==> config.mk <==
export PLATFORM = sky130hd
export DESIGN_NAME = orbit_camera_rotate_unit
export DESIGN_NICKNAME = d
export VERILOG_FILES = /design/src/rtl/core/ocr_pkg.sv /design/src/rtl/core/orbit_camera_rotate_unit.sv
export SDC_FILE = /design/constraint.sdc
export NUM_CORES = 2
export LEC_CHECK = 0
export ABC_CLOCK_PERIOD_IN_PS = 16600
export BUFFER_PORTS_ARGS = -buffer_cell sky130_fd_sc_hd__buf_2
export CORE_UTILIZATION = 44
export DETAILED_ROUTE_END_ITERATION = 8
export SLEW_MARGIN = 20
export SYNTH_ARGS = -nofsm -noshare
export SYNTH_HDL_FRONTEND = slang
export SYNTH_SLANG_ARGS = --single-unit
export TNS_END_PERCENT = 20
==> constraint.sdc <==
create_clock -name clk_i -period 16.6 [get_ports clk_i]
set_clock_uncertainty 0.15 [all_clocks]
set_input_delay 3.32 -clock clk_i [delete_from_list [all_inputs] [get_ports clk_i]]
set_output_delay 3.32 -clock clk_i [all_outputs]
set_load 0.005 [all_outputs]
==> src/rtl/core/ocr_pkg.sv <==
// package for the orbit camera rotate unit
// constants, angle table and command codes; no dependencies
package ocr_pkg;
  localparam int CordicStepsDef = 16;
  localparam int FracBitsDef = 16;
  localparam int TabLen = 24;
  localparam logic signed [16:0] Turn = 17'sd46080;
  localparam logic signed [16:0] HalfTurn = 17'sd23040;
  localparam logic signed [16:0] Quarter = 17'sd11520;
  localparam logic signed [16:0] ThreeQuarter = 17'sd34560;
  localparam longint GainQ30 = 64'd652032874;

  localparam logic CmdRotate = 1'b0;
  localparam logic CmdReload = 1'b1;

  localparam logic [2:0] RegTargetX = 3'd0;
  localparam logic [2:0] RegTargetY = 3'd1;
  localparam logic [2:0] RegTargetZ = 3'd2;
  localparam logic [2:0] RegRadius = 3'd3;
  localparam logic [2:0] RegStartEl = 3'd4;
  localparam logic [2:0] RegStartAz = 3'd5;

  // atan(2^-i) in degrees, scaled by 2^16
  function automatic logic [22:0] atan_lut(input logic [4:0] i);
    case (i)
      5'd0: atan_lut = 23'd2949120;
      5'd1: atan_lut = 23'd1740967;
      5'd2: atan_lut = 23'd919879;
      5'd3: atan_lut = 23'd466945;
      5'd4: atan_lut = 23'd234379;
      5'd5: atan_lut = 23'd117304;
      5'd6: atan_lut = 23'd58666;
      5'd7: atan_lut = 23'd29335;
      5'd8: atan_lut = 23'd14668;
      5'd9: atan_lut = 23'd7334;
      5'd10: atan_lut = 23'd3667;
      5'd11: atan_lut = 23'd1833;
      5'd12: atan_lut = 23'd917;
      5'd13: atan_lut = 23'd458;
      5'd14: atan_lut = 23'd229;
      5'd15: atan_lut = 23'd115;
      5'd16: atan_lut = 23'd57;
      5'd17: atan_lut = 23'd29;
      5'd18: atan_lut = 23'd14;
      5'd19: atan_lut = 23'd7;
      5'd20: atan_lut = 23'd4;
      5'd21: atan_lut = 23'd2;
      5'd22: atan_lut = 23'd1;
      default: atan_lut = 23'd0;
    endcase
  endfunction
endpackage

==> src/rtl/core/orbit_camera_rotate_unit.sv <==
// orbit camera rotate unit, top level
// one shared cordic stage and one shared multiplier under a sequencer; uses ocr_pkg
//
// input channel (in_valid_i/in_ready_o): command, axis, delta_angle
// output channel (out_valid_o/out_ready_i): accepted, moved, pos, up_y
// config channel (cfg_valid_i/cfg_ready_o): register index and data, always ready
// a transfer on the input starts one item; the unit is not ready again until
// the result has left the output register
// path from the input transfer to out_valid_o: StPrep and the cordic loop
// for elevation, then again for azimuth (one shared stage), then StMulRc,
// StMulX, StMulZ and StMulY on the shared multiplier, then compare and writeback in StDone
// items do not overlap: the next input transfer waits for the result transfer
// rotates on an invalid axis skip the arithmetic: the sequencer goes straight to StDone
// reset: angles and position zero, up sign +1, targets 0, radius 1.0
// a stalled receiver holds the result; a new item is taken only once the
// output register is free again
module orbit_camera_rotate_unit
  import ocr_pkg::*;
#(
  parameter int CORDIC_STEPS = CordicStepsDef,
  parameter int FRAC_BITS = FracBitsDef
) (
  input  logic               clk_i,
  input  logic               rst_ni,
  input  logic               in_valid_i,
  output logic               in_ready_o,
  input  logic               command_i,
  input  logic [1:0]         axis_i,
  input  logic signed [16:0] delta_angle_i,
  output logic               out_valid_o,
  input  logic               out_ready_i,
  output logic               accepted_o,
  output logic               moved_o,
  output logic signed [31:0] pos_x_o,
  output logic signed [31:0] pos_y_o,
  output logic signed [31:0] pos_z_o,
  output logic signed [1:0]  up_y_o,
  input  logic               cfg_valid_i,
  output logic               cfg_ready_o,
  input  logic [2:0]         cfg_index_i,
  input  logic [31:0]        cfg_data_i
);
  // cordic word: z in deg*2^16 needs 24 bits; x,y need FRAC_BITS+2
  localparam int CW = FRAC_BITS + 2;
  localparam int SW = $clog2(CORDIC_STEPS + 1);
  localparam logic [CW-1:0] Gain = CW'(GainQ30 >>> (30 - FRAC_BITS));

  typedef enum logic [7:0] {
    StIdle  = 8'b0000_0001,
    StPrep  = 8'b0000_0010,
    StCord  = 8'b0000_0100,
    StMulRc = 8'b0000_1000,
    StMulX  = 8'b0001_0000,
    StMulZ  = 8'b0010_0000,
    StMulY  = 8'b0100_0000,
    StDone  = 8'b1000_0000
  } state_e;

  state_e state_q, state_d;

  logic signed [31:0] tgt_x_q, tgt_y_q, tgt_z_q;
  logic [30:0]        radius_q;
  logic signed [16:0] start_el_q, start_az_q;
  logic signed [16:0] elev_q, azim_q, new_el_q, new_az_q;
  logic signed [31:0] cam_x_q, cam_y_q, cam_z_q;
  logic signed [1:0]  up_q;
  logic               reload_q, valid_axis_q;

  // cordic working registers
  logic signed [CW-1:0] cx_q, cy_q;
  logic signed [24:0]   cz_q;
  logic [SW-1:0]        step_q;
  logic                 pass_q;   // 0 elevation, 1 azimuth
  logic                 neg_q;
  logic signed [CW-1:0] se_q, ce_q, sa_q, ca_q;
  logic signed [47:0]   rc_q;
  logic signed [31:0]   px_q, py_q, pz_q;

  logic out_valid_q, accepted_q, moved_q;

  assign cfg_ready_o = 1'b1;
  assign in_ready_o = (state_q == StIdle) && !out_valid_q;
  assign out_valid_o = out_valid_q;
  assign accepted_o = accepted_q;
  assign moved_o = moved_q;
  assign pos_x_o = cam_x_q;
  assign pos_y_o = cam_y_q;
  assign pos_z_o = cam_z_q;
  assign up_y_o = up_q;

  // angle reduction to [-90,90] with sign flag
  logic signed [16:0] red_ang, red_r;
  logic signed [17:0] red_m;
  logic               red_neg;
  always_comb begin
    red_ang = pass_q ? new_az_q : new_el_q;
    red_m = 18'(red_ang);
    if (red_m >= 18'(HalfTurn)) red_m = red_m - 18'(Turn);
    if (red_m < -18'(HalfTurn)) red_m = red_m + 18'(Turn);
    red_neg = 1'b0;
    if (red_m > 18'(Quarter)) begin
      red_m = red_m - 18'(HalfTurn);
      red_neg = 1'b1;
    end else if (red_m < -18'(Quarter)) begin
      red_m = red_m + 18'(HalfTurn);
      red_neg = 1'b1;
    end
    red_r = red_m[16:0];
  end

  // shared cordic stage
  logic signed [CW-1:0] dx, dy;
  logic signed [24:0]   at;
  always_comb begin
    dx = cy_q >>> step_q;
    dy = cx_q >>> step_q;
    at = 25'(atan_lut(5'(step_q)));
  end

  // shared multiplier: 48 bit operand by sine/cosine
  logic signed [47:0] mul_a;
  logic signed [CW-1:0] mul_b;
  logic signed [48+CW-1:0] mul_p, mul_r;
  always_comb begin
    mul_a = 48'(signed'({1'b0, radius_q}));
    mul_b = ce_q;
    case (state_q)
      StMulRc: begin mul_a = 48'(signed'({1'b0, radius_q})); mul_b = ce_q; end
      StMulX:  begin mul_a = rc_q; mul_b = sa_q; end
      StMulZ:  begin mul_a = rc_q; mul_b = ca_q; end
      StMulY:  begin mul_a = 48'(signed'({1'b0, radius_q})); mul_b = se_q; end
      default: ;
    endcase
    mul_p = (48+CW)'(mul_a) * (48+CW)'(mul_b);
    mul_r = (mul_p + (48+CW)'(1 <<< (FRAC_BITS - 1))) >>> FRAC_BITS;
  end

  function automatic logic signed [31:0] sat(input logic signed [48+CW:0] v);
    if (v > (48+CW+1)'(32'sh7fffffff)) sat = 32'sh7fffffff;
    else if (v < -(48+CW+1)'(33'sh080000000)) sat = 32'sh80000000;
    else sat = v[31:0];
  endfunction

  function automatic logic signed [1:0] up_for(input logic signed [16:0] e);
    if ((e <= -Quarter && e >= -ThreeQuarter) || (e >= Quarter && e <= ThreeQuarter))
      up_for = -2'sd1;
    else up_for = 2'sd1;
  endfunction

  // angle sum with one wrap
  logic signed [17:0] sum;
  logic signed [16:0] sum_w;
  always_comb begin
    sum = 18'(axis_i[0] ? azim_q : elev_q) + 18'(delta_angle_i);
    if (sum < -18'(Turn)) sum = sum + 18'(Turn);
    else if (sum > 18'(Turn)) sum = sum - 18'(Turn);
    sum_w = sum[16:0];
  end

  always_comb begin
    state_d = state_q;
    case (state_q)
      StIdle:  if (in_valid_i && in_ready_o) state_d =
                 (command_i == CmdReload || !axis_i[1]) ? StPrep : StDone;
      StPrep:  state_d = StCord;
      StCord:  if (step_q == SW'(CORDIC_STEPS - 1)) state_d = pass_q ? StMulRc : StPrep;
      StMulRc: state_d = StMulX;
      StMulX:  state_d = StMulZ;
      StMulZ:  state_d = StMulY;
      StMulY:  state_d = StDone;
      StDone:  state_d = StIdle;
      default: state_d = StIdle;
    endcase
  end

  always_ff @(posedge clk_i or negedge rst_ni) begin
    if (!rst_ni) begin
      state_q <= StIdle;
      tgt_x_q <= '0; tgt_y_q <= '0; tgt_z_q <= '0;
      radius_q <= 31'd65536;
      start_el_q <= '0; start_az_q <= '0;
      elev_q <= '0; azim_q <= '0;
      cam_x_q <= '0; cam_y_q <= '0; cam_z_q <= '0;
      up_q <= 2'sd1;
      out_valid_q <= 1'b0;
      pass_q <= 1'b0;
      step_q <= '0;
    end else begin
      state_q <= state_d;
      if (cfg_valid_i) begin
        case (cfg_index_i)
          RegTargetX: tgt_x_q <= cfg_data_i;
          RegTargetY: tgt_y_q <= cfg_data_i;
          RegTargetZ: tgt_z_q <= cfg_data_i;
          RegRadius:  radius_q <= cfg_data_i[30:0];
          RegStartEl: start_el_q <= cfg_data_i[16:0];
          RegStartAz: start_az_q <= cfg_data_i[16:0];
          default: ;
        endcase
      end
      if (out_valid_q && out_ready_i) out_valid_q <= 1'b0;
      case (state_q)
        StIdle: if (in_valid_i && in_ready_o) begin
          reload_q <= command_i;
          valid_axis_q <= !axis_i[1];
          pass_q <= 1'b0;
          if (command_i == CmdReload) begin
            new_el_q <= start_el_q; new_az_q <= start_az_q;
          end else begin
            new_el_q <= axis_i[0] ? elev_q : sum_w;
            new_az_q <= axis_i[0] ? sum_w : azim_q;
          end
        end
        StPrep: begin
          cx_q <= signed'(Gain);
          cy_q <= '0;
          cz_q <= 25'(red_r) * 25'sd512;
          neg_q <= red_neg;
          step_q <= '0;
        end
        StCord: begin
          if (!cz_q[24]) begin
            cx_q <= cx_q - dx; cy_q <= cy_q + dy; cz_q <= cz_q - at;
          end else begin
            cx_q <= cx_q + dx; cy_q <= cy_q - dy; cz_q <= cz_q + at;
          end
          step_q <= step_q + 1'b1;
          if (step_q == SW'(CORDIC_STEPS - 1)) begin
            pass_q <= 1'b1;
            if (!pass_q) begin
              se_q <= neg_q ? -(!cz_q[24] ? cy_q + dy : cy_q - dy) :
                               (!cz_q[24] ? cy_q + dy : cy_q - dy);
              ce_q <= neg_q ? -(!cz_q[24] ? cx_q - dx : cx_q + dx) :
                               (!cz_q[24] ? cx_q - dx : cx_q + dx);
            end else begin
              sa_q <= neg_q ? -(!cz_q[24] ? cy_q + dy : cy_q - dy) :
                               (!cz_q[24] ? cy_q + dy : cy_q - dy);
              ca_q <= neg_q ? -(!cz_q[24] ? cx_q - dx : cx_q + dx) :
                               (!cz_q[24] ? cx_q - dx : cx_q + dx);
            end
          end
        end
        StMulRc: rc_q <= mul_r[47:0];
        StMulX:  px_q <= sat((48+CW+1)'(tgt_x_q) + (48+CW+1)'(mul_r));
        StMulZ:  pz_q <= sat((48+CW+1)'(tgt_z_q) + (48+CW+1)'(mul_r));
        StMulY:  py_q <= sat((48+CW+1)'(tgt_y_q) - (48+CW+1)'(mul_r));
        StDone: begin
          out_valid_q <= 1'b1;
          accepted_q <= reload_q || valid_axis_q;
          moved_q <= 1'b0;
          if (reload_q || (valid_axis_q && (px_q != tgt_x_q || pz_q != tgt_z_q))) begin
            moved_q <= 1'b1;
            cam_x_q <= px_q; cam_y_q <= py_q; cam_z_q <= pz_q;
            elev_q <= new_el_q; azim_q <= new_az_q;
            up_q <= up_for(new_el_q);
          end
        end
        default: ;
      endcase
    end
  end
endmodule

After elaboration in Yosys (flattened, before gate mapping)
Memories as Yosys holds them, arrays and structs flattened.
Index checks and enable logic that the tools add are counted.

operators by class
  equal/unequal tests = 18
  reduce and logical (&&, ||, !) cells = 37
  multiplexer cells = 39
  magnitude comparators = 16
  bitwise logic cells = 1
  multiply operators = 1
  add/sub/neg operators = 20
  shifts and indexed selects = 2

operator list
  kind                    number
  $gt 51x32->1 const B    3
  $lt 51x32->1 const B    3
  $mux 18                 7
  $mux 17                 7
  $add 32x50->51          2
  $mux 32                 3
  $pmux 18 s2             2
  $add 66x17->66 const B  1
  $mul 48x18->66          1
  $ne 32x32->1            2
  $pmux 8 s7              1
  $pmux 18 s3             1
  $sub 32x50->51          1
  $pmux 25 s2             1
  $mux 48                 1
  $add 18x18->18          2
  $neg 18->18             2
  $sshr 18x5->18          2
  $sub 18x18->18          2
  $mux 16                 2
  $reduce_and 2->1        15
  $add 25x24->25          1
  $mux 25                 1
  $sub 25x24->25          1
  other kinds (47)        70

storage, ports and cells
  output and inout port bits = 103
  memories kept = 1
  bits in registers = 624
  ROM bits = 704

memory list
  memory           words  width  read ports  clocked after Yosys merged registers in  write ports  RTL line       source
  (no name shown)  32     22     1           0                                        0            ocr_pkg.sv:25  case (i)

Longest topological paths before layout
  depth after elaboration = 9
  depth in mapped cells = 51
  mapped depth without buffers = 48

Worst setup path after synthesis
Ideal clock, no wire load.

  path type = flip-flop to flip-flop
  from = register state_q[2]
  to = register pz_q[11] (data pin)
  stages on the path, launching flop included = 50
  slack = 4.403 ns
  data arrival time = 11.878 ns
  period minus slack after synthesis = 12.197 ns
  library setup time = 0.169 ns
  buffers on the path = 3
  path through = dfrtp_1 or4_4 or4_4 inv_1 buf_1 a221o_1 o21ai_0 a21oi_1 clkbuf_1 nand2_1 fa_1 inv_1 fa_1 inv_1 fa_1 inv_1 fa_1 inv_1 [14 not listed] a21oi_2 o21bai_2 xor2_1 ha_1 a21oi_1 o21ai_0 a221oi_1 o21ai_0 a21oi_1 o22ai_1 o31ai_1 mux2i_1 nor3_1 nand4_1 or4_1 o41a_1 buf_2 o31ai_1

on the way
  cells in the longest elaborated chain, start to end = 8

ends and longest elaborated chain
  what                                             RTL line                         source
  start: declaration                               orbit_camera_rotate_unit.sv:59   state_e state_q, state_d;
  start signal: assignment                         orbit_camera_rotate_unit.sv:178  state_q <= StIdle;
  start signal: assignment                         orbit_camera_rotate_unit.sv:189  state_q <= state_d;
  $eq 8x6->1 / $eq 8x5->1 (equally long branches)  orbit_camera_rotate_unit.sv:127  case (state_q)
  $reduce_or 2->1 (no line)                        --
  $mux 48                                          orbit_camera_rotate_unit.sv:127
  $mul 48x18->66 *                                 orbit_camera_rotate_unit.sv:134  mul_p = (48+CW)'(mul_a) * (48+CW)'(mul_b);
  $add 66x17->66 *                                 orbit_camera_rotate_unit.sv:135  mul_r = (mul_p + (48+CW)'(1 <<< (FRAC_BITS - 1))) >>> FRAC_BITS;
  net mul_r[22]                                    orbit_camera_rotate_unit.sv:123  logic signed [48+CW-1:0] mul_p, mul_r;
  $add 32x50->51 *                                 orbit_camera_rotate_unit.sv:245  StMulZ: pz_q <= sat((48+CW+1)'(tgt_z_q) + (48+CW+1)'(mul_r));
  $lt 51x32->1                                     orbit_camera_rotate_unit.sv:140  else if (v < -(48+CW+1)'(33'sh080000000)) sat = 32'sh80000000;
  $mux 32                                          orbit_camera_rotate_unit.sv:140
  end signal: assignment                           orbit_camera_rotate_unit.sv:245
  end: declaration                                 orbit_camera_rotate_unit.sv:77   logic signed [31:0] px_q, py_q, pz_q;

The timed path passes the listed nets; every way through them passes the cells marked *.
A chain may end at the register's enable or synchronous reset.

Final worst setup path
  from = register state_q[2]
  to = register px_q[6] (data pin)

on the way
  cells in the longest elaborated chain, start to end = 8

ends and longest elaborated chain
  what                                             RTL line                         source
  $eq 8x6->1 / $eq 8x5->1 (equally long branches)  orbit_camera_rotate_unit.sv:127
  $reduce_or 2->1 (no line)                        --
  $mux 48                                          orbit_camera_rotate_unit.sv:127
  $mul 48x18->66 *                                 orbit_camera_rotate_unit.sv:134
  $add 66x17->66 *                                 orbit_camera_rotate_unit.sv:135
  net mul_r[25]                                    orbit_camera_rotate_unit.sv:123
  $add 32x50->51 *                                 orbit_camera_rotate_unit.sv:244  StMulX: px_q <= sat((48+CW+1)'(tgt_x_q) + (48+CW+1)'(mul_r));
  $lt 51x32->1                                     orbit_camera_rotate_unit.sv:140
  $mux 32                                          orbit_camera_rotate_unit.sv:140
  end signal: assignment                           orbit_camera_rotate_unit.sv:244
  end: declaration                                 orbit_camera_rotate_unit.sv:77

Marks and branches as above.

==> impl_results.rst <==
.. list-table::
   :header-rows: 1

   * - Metric
     - Value
   * - Status
     - completed
   * - Non-filler cells, final
     - 9506
   * - Number of placed instances with taps included
     - 9364
   * - Final Routed Wirelength
     - 212.7 mm
   * - Final worst-path cycle share
     - 89.72%
   * - Share of synthesized registers carrying an async set or reset
     - 49.28%
   * - Max-slew headroom at the worst pin
     - 25.17%
   * - Number of violations reported at the end of detailed-routing iteration 0
     - 4319
   * - Via count of the first global-routing pass
     - 55120
   * - Maximum frequency from static timing analysis
     - 67.14 MHz
   * - Antenna violations before repair
     - 7
   * - Maximum clock path buffer count
     - 3
   * - Critical Path Source Type
     - flop
   * - Total of fill cells in the finished design
     - 14660
   * - Effective utilization at floorplan
     - 44.37%
   * - Synthesis Warnings
     - 0
   * - Routed vias/inst
     - 5.662
   * - Clock tree from TritonCTS
     - built
   * - Antenna Violating Nets Remaining
     - 0
   * - Diodes inserted
     - 0
   * - Endpoint required time on the critical path
     - 16.86 ns
   * - Number of distinct library cells after synthesis
     - 108
   * - Pin count of the biggest net entering global routing
     - 125
   * - Critical setup path kind
     - reg2reg
   * - Placeable core region
     - 0.1562 sq mm
   * - Critical Path AT
     - 15.15 ns
   * - Number of optimization iterations in the first detailed-route pass
     - 6
   * - Number of buffers created by CTS
     - 75
   * - Number of nets in the final layout
     - 8659
   * - Post-synth design cell area
     - 0.06930 sq mm
   * - Bufs and invs on worst path
     - 6
   * - Number of I/O port buffers
     - 160
   * - GRT overflow
     - 0
   * - Slowest cell on crit path
     - sky130_fd_sc_hd__xnor2_1
   * - Num rows
     - 145
   * - Number of max-cap violations
     - 0
   * - Number of synthesized flops with an enable pin
     - 316
   * - Final HPWL from detailed placement
     - 165.6 mm
   * - Total routing resource utilization after global routing
     - 27.23%
   * - Overall die height
     - 398.9 microns
   * - Total Die Area
     - 0.1591 sq mm
   * - Origin of the worst setup path
     - state_q[2]
   * - Number of hold-repair buffers added at the cts stage
     - 0
   * - Global-route wire length before repair
     - 331.3 mm
   * - Kind of capture point of the worst setup path
     - flop
   * - Fin Setup TNS
     - 0 ns
   * - Reg-to-reg slack, setup
     - 1.71 ns
   * - Via count of the routed design
     - 53830
   * - RSZ-0062 raised after global routing
     - false
   * - Number of setup buffers added after CTS
     - 0
   * - Proportion of synthesized chip area in sequential cells
     - 24.78%
   * - Multi-input gate area
     - 0.04718 sq mm
   * - Clock Sinks
     - 623
   * - Number of resized instances in the post-cts repair step
     - 0
   * - Hold path cells
     - 1
   * - Critical path depth in cells
     - 42
   * - Post-CTS clock slew at the launch and capture registers of the worst setup and hold paths
     - 0.07 ns
   * - Number of DRC violations after detailed routing
     - 0
   * - Type of the worst min-delay path
     - reg2reg
   * - Max-slew violation count
     - 0
   * - Worst Reg2Reg Path Length in Cells
     - 42
   * - Root buffer cell
     - sky130_fd_sc_hd__clkbuf_16
   * - Min-Delay Startpoint
     - py_q[14]
   * - Post-place instance area
     - 0.07268 sq mm
   * - Crit Path Max Fanout
     - 51
   * - Fraction of layout instances using a drive strength above 1
     - 11.16%
   * - Clock period minus worst slack
     - 14.89 ns
   * - Worst-skew pair later-pin latency
     - 0.71 ns
   * - Horiz. Die Dim
     - 398.9 microns
   * - Number of I/O pins
     - 163
   * - Slew at the pin closest to its max-slew limit
     - 1.111 ns
   * - Setup violation total in the final timing report
     - 0
   * - Slowest Stage Delay on Critical Path
     - 0.70 ns
   * - Cells after Synth
     - 7330
   * - Syn Area/Cell
     - 9.455 sq um
   * - Kind of cell with the highest combined delay on the critical path
     - compound AO/OA/AOI/OAI gates
   * - Cell area after layout
     - 0.07530 sq mm
   * - Average wire per standard cell
     - 22.37 microns
   * - Crit path top cell by count
     - sky130_fd_sc_hd__fa_1
   * - Register bit total from synthesis
     - 623
   * - Routability Congestion
     - 0.9487
   * - Synth Flop Type
     - sky130_fd_sc_hd__edfxtp_1
   * - Layout-stage area growth over the synthesis result
     - 8.650%
   * - Seq. cell area
     - 0.01718 sq mm
   * - Startpoint of the worst-slack reg-to-reg timing path
     - state_q[2]
   * - Number of levels the H-tree was split into
     - 3
   * - Hold Violations, Final
     - 0
## path summary, 6_finish.rpt
| path | endpoint |
|---|---|
| worst max-delay path | px_q[6] |
| worst min-delay path | pos_y_o[14] |
| worst max register to register | px_q[6] |
| worst min register to register | pos_y_o[14] |
| max in group asynchronous | pos_x_o[26] |
| min in group asynchronous | start_el_q[7] |
## synthesized netlist by cell type, drive strengths merged, types with 95 or more instances
cell type	count	area, sq um
clkbuf	249	935.9
nor2	476	1797
xor2	143	1252
edfxtp	316	9489
o21ai	317	1590
ha	398	4980
xnor2	258	2260
a21oi	313	1582
fa	816	16340
mux2	318	3581
a21o	168	1261
nand2	1002	3761
mux2i	95	963.4
inv	1063	3990
dfrtp	305	7632
## per-layer routing
metal	vias to the layer above	GRT usage (%)	share of wire, %	wire (microns)
met2	1945	42.64	45	95740
met3	333	4.506	7.3	15470
met5	-	0	0.014	29
li1	24360	-	-	-
met4	4	8.614	3.2	6905
met1	27190	38.44	44	94540
## cells in the final DEF, fill, tap and decap left out, types with 143 or more instances in the layout
| cell type | n |
|---|---|
| sky130_fd_sc_hd__a21o_1 | 168 |
| sky130_fd_sc_hd__a21oi_1 | 304 |
| sky130_fd_sc_hd__buf_2 | 159 |
| sky130_fd_sc_hd__dfrtp_1 | 303 |
| sky130_fd_sc_hd__edfxtp_1 | 316 |
| sky130_fd_sc_hd__fa_1 | 816 |
| sky130_fd_sc_hd__ha_1 | 398 |
| sky130_fd_sc_hd__inv_1 | 1062 |
| sky130_fd_sc_hd__mux2_2 | 318 |
| sky130_fd_sc_hd__nand2_1 | 1001 |
| sky130_fd_sc_hd__nor2_1 | 466 |
| sky130_fd_sc_hd__o21ai_0 | 301 |
| sky130_fd_sc_hd__xnor2_1 | 257 |
| sky130_fd_sc_hd__xor2_1 | 143 |
## sequential cells by signal, summed over array words and instances, names as in the netlist, 25 cells and up
name / flops
cz_q: 25
pos_x_o: 32
pos_y_o: 32
pos_z_o: 32
px_q: 32
py_q: 32
pz_q: 32
radius_q: 31
rc_q: 48
tgt_x_q: 32
tgt_y_q: 32
tgt_z_q: 32
## layout make-up
class	instances	share of cell area (%)
Multi-Input combinational cell	5335	62.66
Tap cell	2058	3.420
Sequential cell	623	22.81
Inverter	1064	5.304
Clock inverter	37	0.4603
Clock buffer	103	2.949
Timing Repair Buffer	286	2.393
## kinds of logic (layout without fill, tap and decap cells)
logic type,Yosys count,count (layout),synth area share [%]
muxes,432,432,7.175
xor gates and xnor gates,401,401,5.068
buffers and inverters,1373,1490,7.509
other,1,2,0.005411
AOI/OAI and AO/OA,1258,1258,11.76
and+or+nand+nor,2028,2028,12.94
adders and majority gates,1214,1214,30.76
DFF,623,623,24.78
## through the flow
step | worst slack, ns | util [%] | hold slack [ns]
2_1_floorplan | 4.403 | - | 0.3039
3_3_place_gp | 1.890 | 46.53 | 0.3068
3_5_place_dp | 2.038 | 46.53 | 0.3121
4_1_cts | 1.992 | 48.17 | 0.3326
5_1_grt | 0.9108 | 48.20 | 0.3402
6_report | 1.706 | 48.20 | 0.3297
Power is left out: the tool's default activity adds up to more than one toggle a clock period on the data nets, which glitch-free logic cannot reach.
